[src/hw/rtl/pbat_pkg.sv]
`default_nettype none
// ----------------------------------------------------------------------------
// pbat_pkg: phase budget accounting table package
// Sizes, item types, command and state codes, and shared helpers.
// ----------------------------------------------------------------------------
package pbat_pkg;

    localparam int PHASES             = 8;
    localparam int UNCLASSIFIED_INDEX = 7;
    localparam int PHASE_W            = (PHASES > 1) ? $clog2(PHASES) : 1;

    localparam logic signed [63:0] S64_MAX = {1'b0, {63{1'b1}}};
    localparam logic signed [63:0] S64_MIN = {1'b1, {63{1'b0}}};

    typedef enum logic [1:0] {
        CMD_LOAD   = 2'd0,
        CMD_ATTRIB = 2'd1,
        CMD_DONATE = 2'd2,
        CMD_QUERY  = 2'd3
    } cmd_t;

    typedef enum logic [3:0] {
        ST_IDLE,
        ST_RD_P,
        ST_CHECK,
        ST_DON_SRC,
        ST_DON_DST,
        ST_RD_P2,
        ST_LEFT,
        ST_SUM,
        ST_OUT
    } state_t;

    typedef struct packed {
        logic [1:0]         cmd;
        logic [3:0]         phase;
        logic [3:0]         to_phase;
        logic signed [63:0] amount;
    } in_item_t;

    typedef struct packed {
        logic               applied;
        logic signed [63:0] phase_consumed;
        logic [62:0]        phase_remaining;
        logic [62:0]        total_used;
    } out_item_t;

    // one write and one read address per cycle into the phase store
    typedef struct packed {
        logic               wr_alloc;
        logic               wr_cons;
        logic [PHASE_W-1:0] wr_addr;
        logic [63:0]        wr_data;
        logic [PHASE_W-1:0] rd_addr;
    } store_ctl_t;

    // clamp a signed value at zero, keeping 63 magnitude bits
    function automatic logic [62:0] clamp63(logic signed [63:0] v);
        return v[63] ? 63'd0 : v[62:0];
    endfunction

endpackage
`default_nettype wire

[src/hw/rtl/pbat_alu.sv]
`default_nettype none
// ----------------------------------------------------------------------------
// pbat_alu: shared saturating adder
// Signed 64-bit add or subtract, saturating at the signed limits.
// ----------------------------------------------------------------------------
module pbat_alu (
    input  wire logic               sub,
    input  wire logic signed [63:0] a,
    input  wire logic signed [63:0] b,
    output logic signed [63:0]      y
);

    logic signed [64:0] wide;

    always_comb begin
        wide = sub ? ({a[63], a} - {b[63], b}) : ({a[63], a} + {b[63], b});
        if (wide[64] != wide[63]) begin
            y = wide[64] ? pbat_pkg::S64_MIN : pbat_pkg::S64_MAX;
        end else begin
            y = wide[63:0];
        end
    end

endmodule
`default_nettype wire

[src/hw/rtl/pbat_store.sv]
`default_nettype none
// ----------------------------------------------------------------------------
// pbat_store: per-phase allocation and consumed store
// One write and one registered read per cycle; valid bits give zero on reset.
// ----------------------------------------------------------------------------
module pbat_store (
    input  wire logic                 aclk,
    input  wire logic                 aresetn,
    input  wire pbat_pkg::store_ctl_t ctl,
    output logic signed [63:0]        rd_alloc,
    output logic signed [63:0]        rd_cons
);

    logic [63:0]                  alloc_store_reg [pbat_pkg::PHASES];
    logic [63:0]                  cons_store_reg  [pbat_pkg::PHASES];
    logic [pbat_pkg::PHASES-1:0]  alloc_vld_reg;
    logic [pbat_pkg::PHASES-1:0]  cons_vld_reg;
    logic [63:0]                  rd_alloc_reg;
    logic [63:0]                  rd_cons_reg;

    always_ff @(posedge aclk) begin
        if (!aresetn) begin
            alloc_vld_reg <= '0;
            cons_vld_reg  <= '0;
        end else begin
            if (ctl.wr_alloc) begin
                alloc_vld_reg[ctl.wr_addr] <= 1'b1;
            end
            if (ctl.wr_cons) begin
                cons_vld_reg[ctl.wr_addr] <= 1'b1;
            end
        end
    end

    always_ff @(posedge aclk) begin
        if (ctl.wr_alloc) begin
            alloc_store_reg[ctl.wr_addr] <= ctl.wr_data;
        end
        if (ctl.wr_cons) begin
            cons_store_reg[ctl.wr_addr] <= ctl.wr_data;
        end
        rd_alloc_reg <= alloc_vld_reg[ctl.rd_addr] ? alloc_store_reg[ctl.rd_addr] : 64'd0;
        rd_cons_reg  <= cons_vld_reg[ctl.rd_addr]  ? cons_store_reg[ctl.rd_addr]  : 64'd0;
    end

    assign rd_alloc = rd_alloc_reg;
    assign rd_cons  = rd_cons_reg;

endmodule
`default_nettype wire

[src/hw/rtl/phase_budget_accounting_table_unit.sv]
`default_nettype none
// ----------------------------------------------------------------------------
// phase_budget_accounting_table_unit: per-phase time budget table
// Load, attribute, donate and query commands over a table of phase budgets.
// ----------------------------------------------------------------------------
// Each item returns exactly one result item. An item is taken only while the
// sequencer is idle and occupies it until its result is placed on the output; a
// donation that passes its checks also goes through ST_DON_SRC, then
// ST_DON_DST if it moves budget. The order of the steps is set by the
// single read port of the phase store and the one saturating adder:
// the phase is read, updated, read back, then the total is swept over every
// phase one entry a cycle. A result still held on the output stalls the
// sequencer in ST_OUT, so the next item is not taken until it is handed over.
module phase_budget_accounting_table_unit (
    input  wire logic                aclk,
    input  wire logic                aresetn,
    input  wire logic                s_valid,
    output logic                     s_ready,
    input  wire pbat_pkg::in_item_t  s_data,
    output logic                     m_valid,
    input  wire logic                m_ready,
    output pbat_pkg::out_item_t      m_data
);

    localparam int PW = pbat_pkg::PHASE_W;

    pbat_pkg::state_t     state_reg, state_next;
    pbat_pkg::in_item_t   item_reg, item_next;
    logic                 applied_reg, applied_next;
    logic signed [63:0]   alloc_p_reg, alloc_p_next;
    logic signed [63:0]   left_reg, left_next;
    logic signed [63:0]   moved_reg, moved_next;
    logic signed [63:0]   pc_reg, pc_next;
    logic [62:0]          pr_reg, pr_next;
    logic signed [63:0]   tot_reg, tot_next;
    logic [PW-1:0]        idx_reg, idx_next;
    logic                 m_valid_reg, m_valid_next;
    pbat_pkg::out_item_t  m_data_reg, m_data_next;

    pbat_pkg::store_ctl_t ctl;
    logic signed [63:0]   rd_alloc, rd_cons;
    logic                 alu_sub;
    logic signed [63:0]   alu_a, alu_b, alu_y;

    logic                 p_ok, q_ok, donate_ok, out_free, last_idx;
    logic [PW-1:0]        p_addr, q_addr;
    logic signed [63:0]   moved;
    pbat_pkg::cmd_t       cmd;

    pbat_store u_store (
        .aclk     (aclk),
        .aresetn  (aresetn),
        .ctl      (ctl),
        .rd_alloc (rd_alloc),
        .rd_cons  (rd_cons)
    );

    pbat_alu u_alu (
        .sub (alu_sub),
        .a   (alu_a),
        .b   (alu_b),
        .y   (alu_y)
    );

    always_comb begin
        cmd       = pbat_pkg::cmd_t'(item_reg.cmd);
        p_ok      = {1'b0, item_reg.phase} < 5'(pbat_pkg::PHASES);
        q_ok      = {1'b0, item_reg.to_phase} < 5'(pbat_pkg::PHASES);
        p_addr    = item_reg.phase[PW-1:0];
        q_addr    = item_reg.to_phase[PW-1:0];
        donate_ok = (cmd == pbat_pkg::CMD_DONATE) && p_ok && q_ok &&
                    (item_reg.phase != item_reg.to_phase) && !item_reg.amount[63];
        moved     = (item_reg.amount < left_reg) ? item_reg.amount : left_reg;
        out_free  = !m_valid_reg || m_ready;
        last_idx  = idx_reg == PW'(pbat_pkg::PHASES - 1);
    end

    // next state
    always_comb begin
        state_next = state_reg;
        case (state_reg)
            pbat_pkg::ST_IDLE: begin
                if (s_valid) begin
                    state_next = pbat_pkg::ST_RD_P;
                end
            end
            pbat_pkg::ST_RD_P:    state_next = pbat_pkg::ST_CHECK;
            pbat_pkg::ST_CHECK: begin
                state_next = donate_ok ? pbat_pkg::ST_DON_SRC : pbat_pkg::ST_RD_P2;
            end
            pbat_pkg::ST_DON_SRC: begin
                state_next = (moved != 64'sd0) ? pbat_pkg::ST_DON_DST : pbat_pkg::ST_RD_P2;
            end
            pbat_pkg::ST_DON_DST: state_next = pbat_pkg::ST_RD_P2;
            pbat_pkg::ST_RD_P2:   state_next = pbat_pkg::ST_LEFT;
            pbat_pkg::ST_LEFT:    state_next = pbat_pkg::ST_SUM;
            pbat_pkg::ST_SUM: begin
                if (last_idx) begin
                    state_next = pbat_pkg::ST_OUT;
                end
            end
            pbat_pkg::ST_OUT: begin
                if (out_free) begin
                    state_next = pbat_pkg::ST_IDLE;
                end
            end
            default: state_next = pbat_pkg::ST_IDLE;
        endcase
    end

    // datapath and outputs
    always_comb begin
        s_ready      = state_reg == pbat_pkg::ST_IDLE;
        item_next    = item_reg;
        applied_next = applied_reg;
        alloc_p_next = alloc_p_reg;
        left_next    = left_reg;
        moved_next   = moved_reg;
        pc_next      = pc_reg;
        pr_next      = pr_reg;
        tot_next     = tot_reg;
        idx_next     = idx_reg;
        m_valid_next = m_valid_reg && !m_ready;
        m_data_next  = m_data_reg;
        alu_sub      = 1'b0;
        alu_a        = rd_cons;
        alu_b        = item_reg.amount;
        ctl          = '0;
        ctl.wr_addr  = p_addr;
        ctl.rd_addr  = p_addr;

        case (state_reg)
            pbat_pkg::ST_IDLE: begin
                if (s_valid) begin
                    item_next    = s_data;
                    applied_next = 1'b0;
                end
            end
            pbat_pkg::ST_CHECK: begin
                alloc_p_next = rd_alloc;
                case (cmd)
                    pbat_pkg::CMD_LOAD: begin
                        ctl.wr_alloc = p_ok;
                        ctl.wr_data  = item_reg.amount;
                        applied_next = p_ok;
                    end
                    pbat_pkg::CMD_ATTRIB: begin
                        ctl.wr_cons  = p_ok && !item_reg.amount[63];
                        ctl.wr_data  = alu_y;
                        applied_next = p_ok && !item_reg.amount[63];
                    end
                    pbat_pkg::CMD_DONATE: begin
                        alu_sub   = 1'b1;
                        alu_a     = rd_alloc;
                        alu_b     = rd_cons;
                        left_next = {1'b0, pbat_pkg::clamp63(alu_y)};
                    end
                    default: ;
                endcase
            end
            pbat_pkg::ST_DON_SRC: begin
                moved_next   = moved;
                alu_sub      = 1'b1;
                alu_a        = alloc_p_reg;
                alu_b        = moved;
                ctl.wr_alloc = moved != 64'sd0;
                ctl.wr_data  = {1'b0, pbat_pkg::clamp63(alu_y)};
                ctl.rd_addr  = q_addr;
                if (moved != 64'sd0) begin
                    applied_next = 1'b1;
                end
            end
            pbat_pkg::ST_DON_DST: begin
                alu_a        = rd_alloc;
                alu_b        = moved_reg;
                ctl.wr_alloc = 1'b1;
                ctl.wr_addr  = q_addr;
                ctl.wr_data  = alu_y;
            end
            pbat_pkg::ST_LEFT: begin
                alu_sub     = 1'b1;
                alu_a       = rd_alloc;
                alu_b       = rd_cons;
                pc_next     = p_ok ? rd_cons : 64'sd0;
                pr_next     = p_ok ? pbat_pkg::clamp63(alu_y) : 63'd0;
                tot_next    = 64'sd0;
                idx_next    = '0;
                ctl.rd_addr = '0;
            end
            pbat_pkg::ST_SUM: begin
                alu_a       = tot_reg;
                alu_b       = rd_cons;
                ctl.rd_addr = idx_reg + PW'(1);
                idx_next    = idx_reg + PW'(1);
                // the unclassified phase is left out of the total
                if (32'(idx_reg) != pbat_pkg::UNCLASSIFIED_INDEX) begin
                    tot_next = alu_y;
                end
            end
            pbat_pkg::ST_OUT: begin
                if (out_free) begin
                    m_valid_next                = 1'b1;
                    m_data_next.applied         = applied_reg;
                    m_data_next.phase_consumed  = pc_reg;
                    m_data_next.phase_remaining = pr_reg;
                    m_data_next.total_used      = pbat_pkg::clamp63(tot_reg);
                end
            end
            default: ;
        endcase
    end

    always_ff @(posedge aclk) begin
        if (!aresetn) begin
            state_reg   <= pbat_pkg::ST_IDLE;
            m_valid_reg <= 1'b0;
        end else begin
            state_reg   <= state_next;
            m_valid_reg <= m_valid_next;
        end
    end

    always_ff @(posedge aclk) begin
        item_reg    <= item_next;
        applied_reg <= applied_next;
        alloc_p_reg <= alloc_p_next;
        left_reg    <= left_next;
        moved_reg   <= moved_next;
        pc_reg      <= pc_next;
        pr_reg      <= pr_next;
        tot_reg     <= tot_next;
        idx_reg     <= idx_next;
        m_data_reg  <= m_data_next;
    end

    assign m_valid = m_valid_reg;
    assign m_data  = m_data_reg;

    a_one_write: assert property (@(posedge aclk) disable iff (!aresetn)
        !(ctl.wr_alloc && ctl.wr_cons))
        else $error("both stores written in one cycle");

    a_idle_no_write: assert property (@(posedge aclk) disable iff (!aresetn)
        (state_reg == pbat_pkg::ST_IDLE) |-> (!ctl.wr_alloc && !ctl.wr_cons))
        else $error("store written while idle");

    a_result_from_out: assert property (@(posedge aclk) disable iff (!aresetn)
        $rose(m_valid_reg) |-> $past(state_reg == pbat_pkg::ST_OUT))
        else $error("result raised outside the output step");

    a_sweep_ends: assert property (@(posedge aclk) disable iff (!aresetn)
        (state_reg == pbat_pkg::ST_SUM && last_idx) |=> (state_reg == pbat_pkg::ST_OUT))
        else $error("total sweep did not finish");

endmodule
`default_nettype wire

[config.mk]
export PLATFORM = sky130hd
export DESIGN_NAME = phase_budget_accounting_table_unit
export DESIGN_NICKNAME = d
export VERILOG_FILES = /design/src/hw/rtl/pbat_pkg.sv /design/src/hw/rtl/pbat_alu.sv /design/src/hw/rtl/pbat_store.sv /design/src/hw/rtl/phase_budget_accounting_table_unit.sv
export SDC_FILE = /design/constraint.sdc
export NUM_CORES = 2
export LEC_CHECK = 0
export ABC_AREA = 1
export BUFFER_PORTS_ARGS = -buffer_cell sky130_fd_sc_hd__buf_4
export CORE_MARGIN = 4
export CORE_UTILIZATION = 55
export CTS_CLUSTER_SIZE = 40
export DETAILED_ROUTE_END_ITERATION = 8
export HOLD_SLACK_MARGIN = 0.06
export PLACE_DENSITY_LB_ADDON = 0.08
export SLEW_MARGIN = 0
export SYNTH_ARGS = -nofsm -noshare
export SYNTH_HDL_FRONTEND = slang
export SYNTH_SLANG_ARGS = --single-unit
[constraint.sdc]
create_clock -name aclk -period 22 [get_ports aclk]
set_clock_uncertainty 0.1 [all_clocks]
set_input_delay 0 -clock aclk [delete_from_list [all_inputs] [get_ports aclk]]
set_output_delay 0 -clock aclk [all_outputs]
set_load 0.05 [all_outputs]
### Word level (Yosys, flattened, before mapping)

Memory sizes are Yosys's and may differ from the RTL's. A register that Yosys moved wholly into a read port is not among the register bits.
Index checks and enable logic that the tools add are counted.

* add/sub/neg operators: 3
* $mul: 0
* div/mod/pow operators: 0
* $lt $le $gt $ge: 6
* equality and inequality tests: 20
* shifts and indexed selects: 0
* muxes and demuxes: 44
* bitwise operators: 2
* reduce and logical (&&, ||, !) cells: 27

Operator list (count)
* $pmux W64 S4: 2
* $mux W64: 6
* $pmux W64 S2: 2
* $pmux W64 S3: 1
* $add A64 B64 Y65: 1
* $mux W65: 1
* $sub A64 B64 Y65: 1
* $lt A64 B64 Y1: 1
* $reduce_bool A64 Y1: 1
* $mux W63: 1
* $pmux W4 S9: 1
* $eq A4 B3 Y1 const B: 4
* $mux W1: 16
* $or A8 B8 Y8: 2
* $mux W4: 3
* $ne A2 B2 Y1 const B: 5
* $pmux W3 S3: 1
* $eq A4 B2 Y1 const B: 2
* $lt A3 B4 Y1 const B: 2
* $lt A4 B4 Y1 const B: 2
* $reduce_and A2 Y1: 4
* $logic_and A1 B1 Y1: 7
* $bmux W1 S3: 2
* $mux W3: 2
* 24 further kinds: 32

* register bits: 672
* latch bits: 0
* memory bits (writable): 1024
* ROM bits: 0
* bits of input ports: 78
* output and inout bits: 193
* word-level logic and storage cells: 124
* memories: 2

Memory list
* u_store.alloc_store_reg: words 8, bits a word 64, read ports 1, clocked after memory_dff 1, write ports 1, line pbat_store.sv:14 `logic [63:0] alloc_store_reg [pbat_pkg::PHASES];`
* u_store.cons_store_reg: words 8, bits a word 64, read ports 1, clocked after memory_dff 1, write ports 1, line pbat_store.sv:15 `logic [63:0] cons_store_reg [pbat_pkg::PHASES];`

### Longest topological paths before layout

* depth after elaboration: 9
* mapped depth: 53
* mapped depth without buffers: 50

### Cells and area by module

Synthesis repeated with hierarchy kept, for this count alone.

* cells, all modules: 8992
* area, all modules: 85462.0 µm²

By module, submodules not included
* pbat_store: instances 1, cells an instance 4955, area each 48769.3 µm², sequential area each 33632.3 µm²
* phase_budget_accounting_table_unit: instances 1, cells an instance 2468, area each 28816.4 µm², sequential area each 19648.8 µm²
* pbat_alu: instances 1, cells an instance 1569, area each 7876.3 µm², sequential area each 0.0 µm²

### Least setup slack after synthesis

Ideal clock, no wire load.

* kind: reg2reg
* start point: reg state_reg[3]
* end point: reg m_data_reg, in the netlist m_data[0] (enable)
* setup time: 0.807 ns
* arrival time: 9.920 ns
* data required time: 21.093 ns
* slack: 11.172 ns
* cell stages (with the launch flop): 5
* path buffers: 0
* clock period less this slack: 10.828 ns
* cells stage by stage: dfxtp_1 -> inv_2 -> nor3_1 -> inv_1 -> a21oi_1

* cells in the longest elaborated chain, start to end: 2

RTL lines
* start, declared: line phase_budget_accounting_table_unit.sv:27 `pbat_pkg::state_t state_reg, state_next;`
* start signal, assigned: line phase_budget_accounting_table_unit.sv:215 `state_reg <= pbat_pkg::ST_IDLE;`
* start signal, assigned: line phase_budget_accounting_table_unit.sv:218 `state_reg <= state_next;`
* $eq A4 B4 Y1: line phase_budget_accounting_table_unit.sv:132 `case (state_reg)`
* $reduce_and A2 Y1 (no line)
* end signal, assigned: line phase_budget_accounting_table_unit.sv:233 `m_data_reg <= m_data_next;`
* end, declared: line phase_budget_accounting_table_unit.sv:38 `pbat_pkg::out_item_t m_data_reg, m_data_next;`

Every way passes these cells.
A chain may end at the register's enable or synchronous reset.

==> impl_results.md <==
* Unrepaired setup endpoints after global routing: false
* Worst-margin pin slew at 1.32 ns
* Area Growth Syn to Fin at 14.8%
* Global route total overflow at 0
* First-pass DRT Iterations at 9
* Clk_lat worst skew at around 0.84 ns
* # rows at ~140
* Setup violators final at 0
* Initial DRC count at slightly above 8000
* GPL Wtd Cong at slightly above 1
* Die area at between 0.15 and 0.2 sq mm
* Rel. slew slack at a little under an eighth
* Clk slew on worst S/H paths at roughly 0.060 ns
* Crit path top cell by count: nor2_1
* Routed via count at slightly below 60000
* Busiest grt layer: met1
* Routed WL at roughly 270000 microns
* CTS Buf Count at 181
* Syn_area_per_cell at about 11 sq um
* WL/cell at approximately 28 microns
* Placed cell area at 0.0840 sq mm
* Met3 usage at 13.4%
* Number of synthesized flops with an enable pin at roughly 1700
* Crit path max-delay family: compound AO/OA/AOI/OAI gates
* Fmax at slightly above 80 MHz
* # DRC at 0
* Root Buffer: clkbuf_16
* Post-route minimum period at 12.30 ns
* Ys async rst share at 0%
* CTS H-Tree Depth at 4
* Mux contribution to synthesized area at ~1.8%
* Critical Path Start Type: flip-flop
* Die H at a little under 400 microns
* Fillers at 11300
* Max clock buf depth at 3
* Largest family of logic cells by synthesized area: simple AND/OR/NAND/NOR gates
* Register area share after synthesis at ~67%
* Commonest register cell after synthesis: edfxtp_1
* XOR/XNOR share of the synthesized area at between 1 and 1.5%
* Share of layout cells above drive strength 1 at 12.2%
* Syn_nets at around 7500
* CTS tree: yes
* DP Cell Count at just over 9000
* Number of port buffers at 270
* Layout Nets at ~7900
* Most common cell after layout, fill and taps aside: edfxtp_1
* Initial antenna violation count at 18
* Top cell type's share of synthesized area at 62.9%
* Most frequent cells in the layout: 1675 x edfxtp_1, 1149 x nor2_1, 1050 x nand2_1
* Max-slew violation count at 0
* Crit path kind: flip-flop to flip-flop
* Initial Util at between 50 and 60%
* Final Non-Filler Cells at a little under 10000
* Synthesis Warnings at 0
* GR Util met2 at 48.8%
* Die Width at about 390 microns
* Largest net degree at the start of global routing at 163
* Kind of end point of the critical path: flip-flop
* Clk sink count at 1824
* Vias in the first global route at around 54000
* CP Max Fanout at 65
* WHS at between 0.2 and 0.3 ns
* Met1 Usage GRT at between 50% and 60%
* Buffers & Inverters on Critical Path at 5
* IO Pins at about 270
* Required @ worst endpoint at ~22 ns
* Post-Synth Adder-Cell Area at under 10%
* Synth unique cells at 55
* Final Cycle Share at 55.9%
* Worst hold path type: flip-flop to flip-flop
* Critical Path AT at 12.65 ns
* HPWL Detailed at 181000 microns
* Compound-Gate Fraction of Synth Area at 9.30%
* Core area at ~0.14 sq mm
* CTS resizes at 0
* Setup_tns at 0 ns
* Final hold vios at 0
* Final ANT Viol Nets at 0
* Area contributors post-synth: edfxtp_1 63%, nor2_1 5.5%, nand2_1 4.9%
* Slowest-stage cell, CP: o22ai_1
* First-pass GRT wire length at 387000 microns
* Critical path's largest stage delay at between 1 and 1.5 ns
* Cell count after synthesis at 7284
* Simple-gate portion of the synthesized area at between 10% and 20%
* Outcome: complete, no violations
* Gr usage total at between 30% and 40%
* Max Cap Viol at 0
* Synth area leader: edfxtp_1
* Routed vias/inst at ~6.1
* Final Cell Area at 0.0918 sq mm
* Mapped cell area at approximately 0.08 sq mm
* Number of synthesized register bits at about 1800
[per-layer routing]
metal	wire [microns]	up-vias
li1	-	25900
met1	112000	28500
met2	112000	3866
met3	41300	508
met4	8330	10
met5	68	-
[worst paths after layout]
check / startpoint / cells past startpoint / endpoint / slack (ns)
max: item_reg[7] / 41 / u_store.alloc_store_reg[0][63] / 9.70
min: pc_reg[19] / 0 / m_data[145] / 0.29
max reg2reg: item_reg[7] / 41 / u_store.alloc_store_reg[0][63] / 9.70
min reg2reg: pc_reg[19] / 0 / m_data[145] / 0.29
[final cells by class]
cell class / instances / area, sq um / area share, %
diodes: 10 / 25.0 / 0.0273
clock buffers: 254 / 5080 / 5.54
clock inverters: 85 / 1160 / 1.26
inverters: 728 / 2750 / 2.99
multi-input cells: 4378 / 22700 / 24.7
flip-flops and latches: 1824 / 53300 / 58.0
well taps: 1903 / 2380 / 2.59
repair buffers: 535 / 4430 / 4.82
[worst register-to-register path: cells and delay by family (launching register included)]
family,cells,cell delay [ns]
adder cells (fa/ha/maj),3,1.27
AND/OR/NAND/NOR,19,3.59
XOR/XNOR,1,0.17
buffers and inverters,5,2.59
AO/OA/AOI/OAI,13,3.72
flip-flops,1,0.51
[cells in the mapped netlist (all sizes together) (2+ instances only)]
library cell / instances
edfxtp: 1675
nor2: 1177
nand2: 1104
o21ai: 752
inv: 718
clkbuf: 260
o22ai: 258
nand3: 206
a21oi: 186
dfxtp: 149
ha: 130
mux2: 128
nor3: 102
buf: 94
xor2: 80
xnor2: 41
a221oi: 39
nand4: 29
nor4: 27
a31oi: 24
a21o: 18
o211ai: 13
clkinv: 10
o21a: 10
o21bai: 10
nand3b: 8
a21boi: 7
a211oi: 5
o2111ai: 4
o31ai: 4
or2: 4
a211o: 3
and2: 2
o311ai: 2
[cells by family (layout without fill, tap and decap cells)]
kind of cell | Yosys count | after routing
simple gates | 2660 | 2660
flops | 1824 | 1824
compound gates | 1338 | 1338
buf+inv | 1082 | 1602
fa+ha+maj | 131 | 131
mux | 128 | 128
xor+xnor | 121 | 121
other cells | 0 | 10
[timing repair]
| item | CTS | global route |
|---|---|---|
| hold endpoints to repair | 171 | 0 |
| hold buffers | 154 | 0 |
| buffers inserted | 0 | 0 |
[per-stage QoR]
step                worst slack (ns)  util, %
floorplan                      11.17        -
global placement               10.23     58.3
detailed placement              9.97     58.3
CTS                             9.97     63.7
global route                    9.27     63.7
finish                          9.70     63.7
Power is left out: the tool's default activity adds up to more than one toggle a clock period on the data nets, which glitch-free logic cannot reach.
